## config.mk

```make
export PLATFORM = sky130hd
export DESIGN_NAME = scps_height
export DESIGN_NICKNAME = d
export VERILOG_FILES = /design/src/design/scps_pkg.sv /design/src/design/scps_height.sv
export SDC_FILE = /design/constraint.sdc
export NUM_CORES = 1
export LEC_CHECK = 0
export ABC_AREA = 1
export BUFFER_PORTS_ARGS = -buffer_cell sky130_fd_sc_hd__buf_2
export CORE_ASPECT_RATIO = 0.6
export CORE_MARGIN = 2
export CORE_UTILIZATION = 33
export CTS_BUF_LIST = sky130_fd_sc_hd__clkbuf_2 sky130_fd_sc_hd__clkbuf_4 sky130_fd_sc_hd__clkbuf_8
export CTS_CLUSTER_DIAMETER = 200
export DETAILED_ROUTE_END_ITERATION = 6
export GPL_ROUTABILITY_DRIVEN = 0
export PLACE_DENSITY = 0.5
export SYNTH_ARGS = -nofsm -noshare
export SYNTH_HDL_FRONTEND = slang
export SYNTH_SLANG_ARGS = --single-unit
```

## constraint.sdc

```tcl
create_clock -name clk -period 9.2 [get_ports clk]
set_clock_uncertainty 0.05 [all_clocks]
set_input_delay 1.84 -clock clk [delete_from_list [all_inputs] [get_ports clk]]
set_output_delay 1.84 -clock clk [all_outputs]
set_load 0.05 [all_outputs]
```

## src/design/scps_pkg.sv

```systemverilog
// Shared types, constants and register codes for the spectrum column smoother.
package scps_pkg;

  // Default number of display columns.
  localparam int COLUMNS_DEF = 256;

  // Configuration port.
  localparam int CFG_DATA_W = 27;
  localparam int CFG_IDX_W  = 2;
  typedef logic [CFG_IDX_W-1:0] cfg_idx_t;
  localparam cfg_idx_t CFG_SMOOTH_ALPHA = 2'd0;
  localparam cfg_idx_t CFG_HOLD_DUR     = 2'd1;
  localparam cfg_idx_t CFG_DISP_HEIGHT  = 2'd2;

  localparam logic [7:0]  ALPHA_RST  = 8'd102;
  localparam logic [26:0] HOLD_RST   = 27'd2000000;
  localparam logic [9:0]  HEIGHT_RST = 10'd200;

  // Level saturation window, dB * 16.
  localparam logic signed [15:0] LVL_MIN_IN = -16'sd1600;
  localparam logic signed [15:0] LVL_MAX_IN = 16'sd320;

  // Peak value after reset (-200 dB).
  localparam logic signed [12:0] PEAK_RST = -13'sd3200;

  // Height scaling: floor((v + 1600) * H / 1920), 1920 = 128 * 15.
  // The divide by 15 is a reciprocal multiply, exact for dividends below 2^14.
  localparam logic signed [13:0] HGT_OFFSET  = 14'sd1600;
  localparam int                 SPAN_SHIFT  = 7;
  localparam logic [14:0]        RECIP_15    = 15'd17477;
  localparam int                 RECIP_SHIFT = 18;

  // One column entry of the state memory.
  typedef struct packed {
    logic signed [11:0] smooth;
    logic signed [12:0] peak;
    logic [31:0]        ptime;
  } col_word_t;

  typedef struct packed {
    logic [7:0]         column;
    logic signed [15:0] level_db_q4;
    logic [31:0]        now_us;
    logic               frame_last;
  } in_item_t;

  typedef struct packed {
    logic [7:0]         out_column;
    logic signed [11:0] smoothed_db_q4;
    logic [9:0]         bar_height;
    logic [9:0]         peak_height;
  } out_item_t;

  typedef enum logic [2:0] {
    ST_CLEAR,
    ST_IDLE,
    ST_MULT,
    ST_UPD,
    ST_HGT,
    ST_WAIT
  } state_t;

endpackage

```

## src/design/scps_height.sv

```systemverilog
// Two-stage level-to-pixel scaler: floor((v + 1600) * H / 1920), clamped to 0..H-1.
module scps_height (
  input  logic               clk,
  input  logic               rst_n,
  input  logic               start,
  input  logic signed [12:0] value,
  input  logic [9:0]         height,
  output logic               done,
  output logic [9:0]         result
);

  logic signed [13:0] n_full;
  logic [10:0]        n_pos;
  logic [20:0]        prod_a;
  logic [20:0]        prod_a_r;
  logic [13:0]        q_in;
  logic [28:0]        prod_b;
  logic [10:0]        quo_r;
  logic               va_r;
  logic               vb_r;
  logic               vb_nxt;
  logic [10:0]        h_max;

  assign n_full = {value[12], value} + scps_pkg::HGT_OFFSET;
  assign n_pos  = (n_full <= 14'sd0) ? 11'd0 : n_full[10:0];
  assign prod_a = 21'(n_pos) * 21'(height);

  // divide by 128, then by 15 through the reciprocal
  assign q_in   = prod_a_r[20:scps_pkg::SPAN_SHIFT];
  assign prod_b = 29'(q_in) * 29'(scps_pkg::RECIP_15);

  always_ff @(posedge clk) begin
    if (start) begin
      prod_a_r <= prod_a;
    end
    if (va_r) begin
      quo_r <= prod_b[28:scps_pkg::RECIP_SHIFT];
    end
  end

  always_comb begin
    vb_nxt = vb_r;
    if (va_r) begin
      vb_nxt = 1'b1;
    end else if (start) begin
      vb_nxt = 1'b0;
    end
  end

  always_ff @(posedge clk) begin
    if (!rst_n) begin
      va_r <= 1'b0;
      vb_r <= 1'b0;
    end else begin
      va_r <= start;
      vb_r <= vb_nxt;
    end
  end

  assign h_max = {1'b0, height} - 11'd1;

  always_comb begin
    if (height == 10'd0) begin
      result = 10'd0;
    end else if (quo_r > h_max) begin
      result = h_max[9:0];
    end else begin
      result = quo_r[9:0];
    end
  end

  assign done = vb_r;

endmodule

```

---- After elaboration in Yosys (flattened, before gate mapping) ----
Index checks and enable logic that the tools add are counted.
storage, ports and cells
  register bits after elaboration ......... 34
  input bits .............................. 26
  output and inout bits ................... 11
  logic and storage cells ................. 17
operators by class
  $add $sub $neg .......................... 2
  multipliers ............................. 2
  order comparisons ....................... 2
  muxes and demuxes ....................... 5
  reduce and logical (&&, ||, !) cells .... 2
operators by type and width
  cell                                                             count
  multiplier 14 x 15 -> 29 bit, second input constant              1
  multiplier 11 x 10 -> 21 bit                                     1
  two-way mux 10 bit                                               2
  adder 13 x 12 -> 14 bit, second input constant                   1
  less-or-equal comparator 14 x 1 -> 1 bit, second input constant  1
  greater-than comparator 11 bit                                   1
  two-way mux 11 bit                                               1
  subtractor 10 x 1 -> 11 bit, second input constant               1
  logical NOT 10 bit                                               1
  two-way mux 1 bit                                                2
  nonzero test 2 bit                                               1

---- Logic depth before layout (Yosys ltp) ----
Gate-level depths: netlist of the first run.
  depth in word-level cells ............... 4
  mapped depth ............................ 31
  gate-level depth less buffers ........... 31

---- Worst setup path after synthesis of the first run ----
OpenSTA, ideal clock, no wires.
  path type ............................... input to register
  from .................................... in value[6]
  to ...................................... reg prod_a_r[19] (data pin)
  library setup time ...................... 0.252 ns
  data arrival time ....................... 6.833 ns
  required time ........................... 8.898 ns
  slack ................................... 2.065 ns
  cell stages on the path ................. 29
  path buffers ............................ 0
  cells stage by stage .................... ha_1 inv_1 nand2_1 nand2_1 nand2_1 nor2_2 nand3_4 nand2_1 nor2_1 inv_1 nor2_1 fa_1 inv_1 fa_1 inv_1 fa_1 inv_1 fa_1 inv_1 ha_1 ha_1 a21oi_1 inv_1 a31oi_1 nor2_1 a2111oi_0 nand2_1 nand2_1 nand2_1
on the way
  cells in the longest elaborated chain, start to end .. 4
RTL lines
  what                                      line               source
  from (decl)                               scps_height.sv:6   input logic signed [12:0] value,
  adder 13 x 12 -> 14 bit (*)               scps_height.sv:24  assign n_full = {value[12], value} + scps_pkg::HGT_OFFSET;
  less-or-equal comparator 14 x 1 -> 1 bit  scps_height.sv:25  assign n_pos = (n_full <= 14'sd0) ? 11'd0 : n_full[10:0];
  two-way mux 11 bit (*)                    scps_height.sv:25
  multiplier 11 x 10 -> 21 bit (*)          scps_height.sv:26  assign prod_a = 21'(n_pos) * 21'(height);
  net prod_a[19]                            scps_height.sv:14  logic [20:0] prod_a;
  to (signal assigned)                      scps_height.sv:34  prod_a_r <= prod_a;
  to (decl)                                 scps_height.sv:15  logic [20:0] prod_a_r;
The timed path passes the listed nets; every way through them passes the cells marked *.
A chain may end at the register's enable or synchronous reset.

---- Final worst setup path of the first run ----
Same ends and word-level chain as after synthesis.

==> results.yml, run 1 <==
status:
  outcome: "finished clean"
grt:
  gr-total-overflow: 0
  grt_pass1_wl_um: 30000
  antenna_found_initial: 0
  grt_pass1_vias: 5292
  grt_max_degree: 17
  grt_use_total: 0.166
clock_tree:
  cts_tree: "done"
  cts.clk_slew.worst_paths_ns: 0.10
  htree_levels: 1
  cts_buffer_depth: 2
  root_buffer: "clkbuf_8"
  cts_buffers: 3
  cts_resized: 0
  ctsHoldBuffers: 0
  clock_latency_ns: 0.29
  cts_setup_buffers: 0
  clkSinkCount: 27
yosys:
  syn_inst: 885
  syn_nets: 1154
  synth_warnings: 0
  async_reset_ff_frac: 0
  synth-seq-cells: 27
  yosys-top-cells-area: "ha_1 27%, fa_1 25%, edfxtp_1 10%"
  synthFlopType: "edfxtp_1"
  synth_area_um2: 7270
  synth.top_cell.area_share: 0.265
  syn_avg_cell_area_um2: 8.21
  ys_seq_area_frac: 0.109
  yosys.cell_count.top_type: "inv_1"
  synth.largest_area_cell: "ha_1"
  yosysUniqueCellTypes: 42
  synthTopCellsByCount: "175 x inv_1, 154 x ha_1, 148 x nand2_1, 107 x nor2_1, 89 x fa_1"
  synth-edff-count: 25
setup_path:
  critPathSlowestCell: "nor2_1"
  crit_top_cell: "nand2_1"
  critPathLaunch: "value[6]"
  r2r_end: "quo_r[7]$_DFFE_PP_"
  required_ns: 9.20
  crit_family: "adder cells"
  arrival_ns: 7.84
  start_kind: "primary input"
  path_depth: 27
  crit_type: "primary input to flop"
  ff2ff_setup_slack_ns: 4.40
  critPathMaxFanout: 6
  end_kind: "flop"
  path_buf_inv: 5
  r2r_start: "prod_a_r[18]$_DFFE_PP_"
  r2r_cells: 16
  cpPeakStageDelay_ns: 0.58
  crit_path_end: "prod_a_r[19]$_DFFE_PP_"
sta:
  finalSetupTns_ns: 0
  worst_pin_slew_ns: 0.857
  post-route-period-util: 0.852
  relSlewSlack: 0.427
  fin_crit_ns: 7.84
  hold_viol: 0
  slew_violations: 0
  rsz0062_at_grt: "false"
  finalSetupViolations: 0
  fmax_mhz: 128
detailed_routing:
  ant_nets: 0
  wirelength_um: 18500
  vias: 5774
  drt_pass1_iterations: 7
  drc_errors: 0
  drt_iter0_drc: 458
  wl_per_cell_um: 15.5
  routed_via_density: 4.83
floorplanning:
  die_w_um: 196
  die_h_um: 119
  start_util: 0.341
  placeableCoreArea_um2: 21300
  io_pins: 37
  dieArea_um2: 23300
  row_count: 41
placed_design:
  port_buffers: 36
  dpl.hpwl_um: 16600
cells_and_area:
  multiInputGateArea_um2: 5770
  regArea_um2: 791
  layout.nets: 1187
  antennaDiodeCount: 0
  syn2layout_area_growth_pct: 7.52
  fill_cells: 2259
  drive_above_1_share: 0.0665
hold_path:
  hold_class: "flop to flop"
run:
  cap_violations: 0
-- layout by cell type (no fill, tap or decap), types with 13 or more instances in the layout --
master	netlist	routed
inv_1	175	175
ha_1	154	154
edfxtp_1	25	25
fa_1	89	89
buf_2	1	36
nor3_1	13	13
xor2_1	15	15
nor2_1	107	107
o21ai_0	22	22
nand3_1	16	16
a21oi_1	47	47
nand2_1	148	148
-- area by class of cell --
| class | instances | share of cell area |
|---|---|---|
| inverter | 178 | 0.0855 |
| sequential | 27 | 0.101 |
| tap | 279 | 0.0447 |
| timing repair buffer | 37 | 0.0240 |
| clock buffer | 4 | 0.00624 |
| multi-input combinational | 671 | 0.738 |
-- sequential cells by signal, indices dropped and copies added, names as in the netlist --
name	count
done	1
prod_a_r	14
quo_r	11
va_r	1
-- metal layers --
layer | wire length (µm) | GRT usage | share of wire | vias up
met3 | 1860 | 0.0496 | 0.10 | 4
met1 | 10600 | 0.291 | 0.57 | 2695
met2 | 6090 | 0.193 | 0.33 | 194
li1 | - | - | - | 2881
met5 | 0 | 0 | 0 | -
met4 | 9 | 0.00286 | 0.00049 | 0
-- worst register-to-register path, stage by stage (launching register included) --
cell,delay (ns)
edfxtp_1,0.51
ha_1,0.33
inv_1,0.05
fa_1,0.50
inv_1,0.05
fa_1,0.49
fa_1,0.46
fa_1,0.44
ha_1,0.33
nand2_1,0.10
nor4_1,0.44
nand2_1,0.10
nand2_1,0.15
a21oi_1,0.12
nor2_1,0.20
a21oi_1,0.12
xnor2_1,0.14
-- through the flow --
stage	setup WS [ns]	hold slack (ns)	cells	util	cell area, µm²
floorplan	2.07	0.567	885	-	7270
global placement	1.11	0.512	1192	0.365	7770
detailed placement	1.20	0.518	1192	0.365	7770
CTS	1.47	0.547	1196	0.367	7820
global route	0.853	0.586	1196	0.367	7820
finish	1.36	0.539	1196	0.367	7820
-- worst min path at each step --
stage | cells past startpoint | slack [ns] | from | endpoint
after floorplan | 0 | 0.57 | va_r$_SDFF_PN0_ | quo_r[0]$_DFFE_PP_
after global placement | 3 | 0.51 | done$_SDFFE_PN0P_ | done$_SDFFE_PN0P_
after detailed placement | 3 | 0.52 | done$_SDFFE_PN0P_ | done$_SDFFE_PN0P_
after CTS | 3 | 0.55 | done$_SDFFE_PN0P_ | done$_SDFFE_PN0P_
after global routing | 3 | 0.59 | done$_SDFFE_PN0P_ | done$_SDFFE_PN0P_
final | 3 | 0.54 | done$_SDFFE_PN0P_ | done$_SDFFE_PN0P_
-- cell families after synthesis --
| logic type | share of synthesized area |
|---|---|
| AO/OA/AOI/OAI | 0.0714 |
| XOR/XNOR | 0.0277 |
| adder cells (fa/ha/maj) | 0.510 |
| buffers and inverters | 0.0973 |
| flip-flops | 0.109 |
| AND/OR/NAND/NOR | 0.185 |
Power of run 1 is not shown: default switching activity piles up to over one toggle a cycle in this logic, so the estimate is an artifact.
==> run 2, diff against run 1 <==
--- a/config.mk
+++ b/config.mk
@@ -5,7 +5,6 @@
 export SDC_FILE = /design/constraint.sdc
 export NUM_CORES = 1
 export LEC_CHECK = 0
-export ABC_AREA = 1
 export BUFFER_PORTS_ARGS = -buffer_cell sky130_fd_sc_hd__buf_2
 export CORE_ASPECT_RATIO = 0.6
 export CORE_MARGIN = 2
@@ -15,6 +14,7 @@
 export DETAILED_ROUTE_END_ITERATION = 6
 export GPL_ROUTABILITY_DRIVEN = 0
 export PLACE_DENSITY = 0.5
+export SETUP_SLACK_MARGIN = 0.2
 export SYNTH_ARGS = -nofsm -noshare
 export SYNTH_HDL_FRONTEND = slang
 export SYNTH_SLANG_ARGS = --single-unit
==> results.yml, run 2 <==
status:
  outcome: "finished clean"
setup_path:
  crit_type: "primary input to flop"
  arrival_ns: 8.46
  critPathMaxFanout: 43
  end_kind: "flop"
  start_kind: "primary input"
  required_ns: 9.20
detailed_routing:
  drt_iter0_drc: 337
  drt_pass1_iterations: 4
  ant_nets: 0
  wirelength_um: 16300
  drc_errors: 0
  routed_via_density: 4.88
  wl_per_cell_um: 15.7
  vias: 5051
cells_and_area:
  final_common_cell: "ha_1"
  antennaDiodeCount: 0
  syn2layout_area_growth_pct: 7.44
  layout_common_cells: "154 x ha_1, 129 x inv_1, 89 x fa_1"
  top_register: "prod_a_r"
  drive_above_1_share: 0.0740
  top_regs: "prod_a_r (14), quo_r (11)"
  largest_reg_flops: 14
  layout.nets: 1027
  final_area_um2: 7550
  fill_cells: 2173
sta:
  fmax_mhz: 118
  post-route-period-util: 0.920
  fin_crit_ns: 8.46
  finalSetupViolations: 0
  finalSetupTns_ns: 0
  rsz0062_at_grt: "false"
  hold_viol: 0
  worst_pin_slew_ns: 0.855
  slew_violations: 0
  relSlewSlack: 0.430
yosys:
  yosys.cell_count.top_type: "ha_1"
  synth_area_um2: 7030
  synth_xor_area_frac: 0.0399
  synth.top_cell.area_share: 0.274
  synth-edff-count: 25
  synth_compound_area_frac: 0.0865
  syn_nets: 1005
  yosysUniqueCellTypes: 52
  muxShareOfSynthArea: 0
  synthFlopType: "edfxtp_1"
  synth_top_family_by_area: "adder cells"
  synthTopCellsByCount: "154 x ha_1, 129 x inv_1, 89 x fa_1, 59 x nand2_1, 53 x and3_1"
  yosys-top-cells-area: "ha_1 27%, fa_1 25%, edfxtp_1 11%"
  synth.largest_area_cell: "ha_1"
  synthSimpleGateAreaFrac: 0.149
  async_reset_ff_frac: 0
  synth_warnings: 0
  syn_avg_cell_area_um2: 9.55
  synth-seq-cells: 27
  syn_inst: 736
  synthAdderAreaFrac: 0.527
  ys_seq_area_frac: 0.112
clock_tree:
  cts_buffer_depth: 2
  cts.clk_slew.worst_paths_ns: 0.10
  cts_buffers: 3
  cts_setup_buffers: 0
  htree_levels: 1
  clkSinkCount: 27
  ctsHoldBuffers: 0
  root_buffer: "clkbuf_8"
  clock_latency_ns: 0.28
  cts_resized: 0
  cts_tree: "done"
floorplanning:
  die_h_um: 117
  dieArea_um2: 22500
  io_pins: 37
  row_count: 41
  die_w_um: 192
  placeableCoreArea_um2: 21000
  start_util: 0.335
placed_design:
  port_buffers: 36
  dpl.hpwl_um: 13900
  placed_cell_area_um2: 7510
grt:
  grt_pass1_vias: 4812
  grt_use_total: 0.154
  gr-total-overflow: 0
  grt_max_degree: 44
  grt_pass1_wl_um: 26700
  antenna_found_initial: 0
run:
  cap_violations: 0
hold_path:
  hold_class: "flop to flop"
[run 2: cell count changes after synthesis, moves of 13 or more]
cell      before  now
o211ai_1       1   14
o21ai_0       22    8
a21oi_1       47   18
clkbuf_1       7   21
and3_1         0   53
and2_1         2   16
xnor2_1        8   24
nand2_1      148   59
nor2_1       107   15
inv_1        175  129
[run 2: critical path, cell delays in order]
cell and delay (ns):
buf_2 0.12, ha_1 0.22, a21oi_1 0.18, xor2_1 0.45, nor4_1 0.16, a211oi_4 0.25
buf_4 0.38, and2_1 0.26, nand2_1 0.10, fa_1 0.55, inv_1 0.05, fa_1 0.49
inv_1 0.05, fa_1 0.47, inv_1 0.05, fa_1 0.54, inv_1 0.06, fa_1 0.53
inv_1 0.04, ha_1 0.36, a21oi_1 0.15, o21a_1 0.22, a2bb2oi_1 0.22, o211ai_1 0.16
a31o_2 0.27, a21oi_1 0.17, xnor2_1 0.08
[run 2: path summary, 6_finish.rpt]
| check | from | endpoint | slack (ns) | depth (start not counted) |
|---|---|---|---|---|
| worst max-delay path | value[6] | prod_a_r[20]$_DFFE_PP_ | 0.74 | 27 |
| worst min register to register | done$_SDFFE_PN0P_ | done$_SDFFE_PN0P_ | 0.54 | 2 |
| worst min-delay path | done$_SDFFE_PN0P_ | done$_SDFFE_PN0P_ | 0.54 | 2 |
| worst max register to register | prod_a_r[18]$_DFFE_PP_ | quo_r[7]$_DFFE_PP_ | 4.17 | 15 |
[run 2: per-stage QoR]
step	utilization	hold slack [ns]	setup slack [ns]	std cells
final	0.360	0.536	0.737	1036
after global routing	0.360	0.579	0.260	1036
after CTS	0.360	0.557	0.824	1036
after detailed placement	0.358	0.528	0.542	1032
after global placement	0.358	0.518	0.690	1032
after floorplan	-	0.567	1.29	736
[run 2: layout make-up]
class	instances	area, µm²	area share
multi-input combinational	554	5650	0.748
inverter	129	484	0.0641
sequential	27	791	0.105
clock buffer	3	41.3	0.00547
tap	279	349	0.0462
timing repair buffer	43	233	0.0308
clock inverter	1	5.00	0.000662
[run 2: cell families (layout without fill, tap and decap cells)]
group | count (synthesis) | after routing
compound gates | 83 | 83
flops | 27 | 27
fa+ha+maj | 243 | 243
xor+xnor | 32 | 32
buf+inv | 155 | 176
simple gates | 196 | 196
[run 2: metal layers]
metal,wire [µm],GRT usage,part of all wire,vias to the layer above
met2,5710,0.185,0.35,84
met4,87,0.0142,0.0053,0
met3,684,0.0253,0.042,8
met5,0,0,0,-
met1,9820,0.273,0.60,2429
li1,-,-,-,2530
Power of run 2 is left out for the same reason.
==> run 3, diff against run 2 <==
--- a/config.mk
+++ b/config.mk
@@ -9,7 +9,7 @@
 export CORE_ASPECT_RATIO = 0.6
 export CORE_MARGIN = 2
 export CORE_UTILIZATION = 33
-export CTS_BUF_LIST = sky130_fd_sc_hd__clkbuf_2 sky130_fd_sc_hd__clkbuf_4 sky130_fd_sc_hd__clkbuf_8
+export CTS_BUF_LIST = sky130_fd_sc_hd__clkbuf_8
 export CTS_CLUSTER_DIAMETER = 200
 export DETAILED_ROUTE_END_ITERATION = 6
 export GPL_ROUTABILITY_DRIVEN = 0
==> constraint.sdc (replaced) <==
create_clock -name clk -period 10.1 [get_ports clk]
set_clock_uncertainty 0.05 [all_clocks]
set_input_delay 2.02 -clock clk [delete_from_list [all_inputs] [get_ports clk]]
set_output_delay 2.02 -clock clk [all_outputs]
set_load 0.05 [all_outputs]
==> results.yml, run 3 (synthesis results as in run 2) <==
grt:
  grt_pass1_wl_um: 27100
  grt_use_total: 0.157
  grt_max_degree: 63
  grt_pass1_vias: 4811
  gr-total-overflow: 0
  antenna_found_initial: 1
setup_path:
  r2r_cells: 15
  start_kind: "primary input"
  ff2ff_setup_slack_ns: 5.10
  arrival_ns: 8.64
  end_kind: "flop"
  critPathMaxFanout: 62
  r2r_end: "quo_r[10]$_DFFE_PP_"
  critPathLaunch: "value[6]"
  required_ns: 10.09
  crit_type: "primary input to flop"
  r2r_start: "prod_a_r[18]$_DFFE_PP_"
clock_tree:
  ctsHoldBuffers: 0
  clkSinkCount: 27
  root_buffer: "clkbuf_8"
  cts_tree: "done"
  cts_buffer_depth: 2
  cts_buffers: 3
  htree_levels: 1
  cts_resized: 0
  cts.clk_slew.worst_paths_ns: 0.09
  cts_setup_buffers: 0
  clock_latency_ns: 0.28
cells_and_area:
  final_common_cell: "ha_1"
  largest_reg_flops: 14
  layout.nets: 1021
  layout_common_cells: "154 x ha_1, 130 x inv_1, 89 x fa_1"
  antennaDiodeCount: 0
  top_regs: "prod_a_r (14), quo_r (11)"
  top_register: "prod_a_r"
  syn2layout_area_growth_pct: 6.78
  drive_above_1_share: 0.0652
  fill_cells: 2115
sta:
  rsz0062_at_grt: "false"
  relSlewSlack: 0.399
  slew_violations: 0
  finalSetupTns_ns: 0
  fin_crit_ns: 8.65
  worst_pin_slew_ns: 0.902
  hold_viol: 0
  finalSetupViolations: 0
  fmax_mhz: 116
  post-route-period-util: 0.856
floorplanning:
  row_count: 41
  io_pins: 37
  die_w_um: 192
  start_util: 0.335
  dieArea_um2: 22500
  placeableCoreArea_um2: 21000
  die_h_um: 117
hold_path:
  hold_class: "flop to flop"
  holdPathStages: 2
  hp-start: "done$_SDFFE_PN0P_"
  holdPathEnd: "done$_SDFFE_PN0P_"
run:
  cap_violations: 0
detailed_routing:
  wl_per_cell_um: 16.2
  drt_iter0_drc: 344
  wirelength_um: 16600
  ant_nets: 0
  vias: 5028
  drt_pass1_iterations: 5
  drc_errors: 0
  routed_via_density: 4.88
placed_design:
  dpl.hpwl_um: 14200
  port_buffers: 36
status:
  outcome: "finished clean"
[run 3: cell count changes in the layout (fill, tap and decap cells not counted)]
cell      before  now
inv_1        129  130
clkinv_2       1    0
buf_4          7    1
[run 3: cell type report]
class                      instances  area, µm²  area share
sequential                        27        791       0.105
inverter                         129        484      0.0645
clock buffer                       3       41.3     0.00550
multi-input combinational        554       5650       0.753
tap                              279        349      0.0465
clock inverter                     1       3.75    0.000500
timing repair buffer              37        188      0.0250
[run 3: routing by layer]
| layer | global-route usage | wire length (µm) | vias up |
|---|---|---|---|
| met2 | 0.195 | 5860 | 117 |
| met4 | 0.0127 | 73 | 2 |
| li1 | - | - | 2520 |
| met3 | 0.0277 | 1000 | 10 |
| met1 | 0.274 | 9690 | 2379 |
| met5 | 0 | 16 | - |
[run 3: worst max-delay path by stage]
| stage | end | slack, ns |
|---|---|---|
| floorplan | prod_a_r[20]$_DFFE_PP_ | 2.01 |
| global placement | prod_a_r[20]$_DFFE_PP_ | 1.37 |
| detailed placement | prod_a_r[20]$_DFFE_PP_ | 1.17 |
| CTS | prod_a_r[20]$_DFFE_PP_ | 1.48 |
| global route | prod_a_r[20]$_DFFE_PP_ | 0.88 |
| finish | prod_a_r[20]$_DFFE_PP_ | 1.45 |
[run 3: worst max-delay path, cell delays in order]
cell,delay (ns)
buf_2,0.12
ha_1,0.21
a21oi_1,0.18
xor2_1,0.43
nor4_1,0.15
a211oi_4,0.20
buf_4,0.44
and2_0,0.39
nand2_1,0.12
fa_1,0.50
inv_1,0.05
fa_1,0.49
inv_1,0.05
fa_1,0.47
inv_1,0.05
fa_1,0.52
inv_1,0.05
fa_1,0.53
inv_1,0.04
ha_1,0.35
a21oi_1,0.18
o21a_1,0.20
a2bb2oi_1,0.21
o211ai_1,0.14
a31o_2,0.27
a21oi_1,0.17
xnor2_1,0.09
[run 3: through the flow]
stage	setup WS [ns]	hold WS (ns)	util	std cells	area, µm²
6_report	1.45	0.533	0.358	1030	7510
5_1_grt	0.884	0.610	0.358	1030	7510
4_1_cts	1.48	0.545	0.358	1030	7510
3_5_place_dp	1.17	0.517	0.356	1026	7460
3_3_place_gp	1.37	0.512	0.356	1026	7460
2_1_floorplan	2.01	0.567	-	736	7030
Power of run 3 is left out for the same reason.
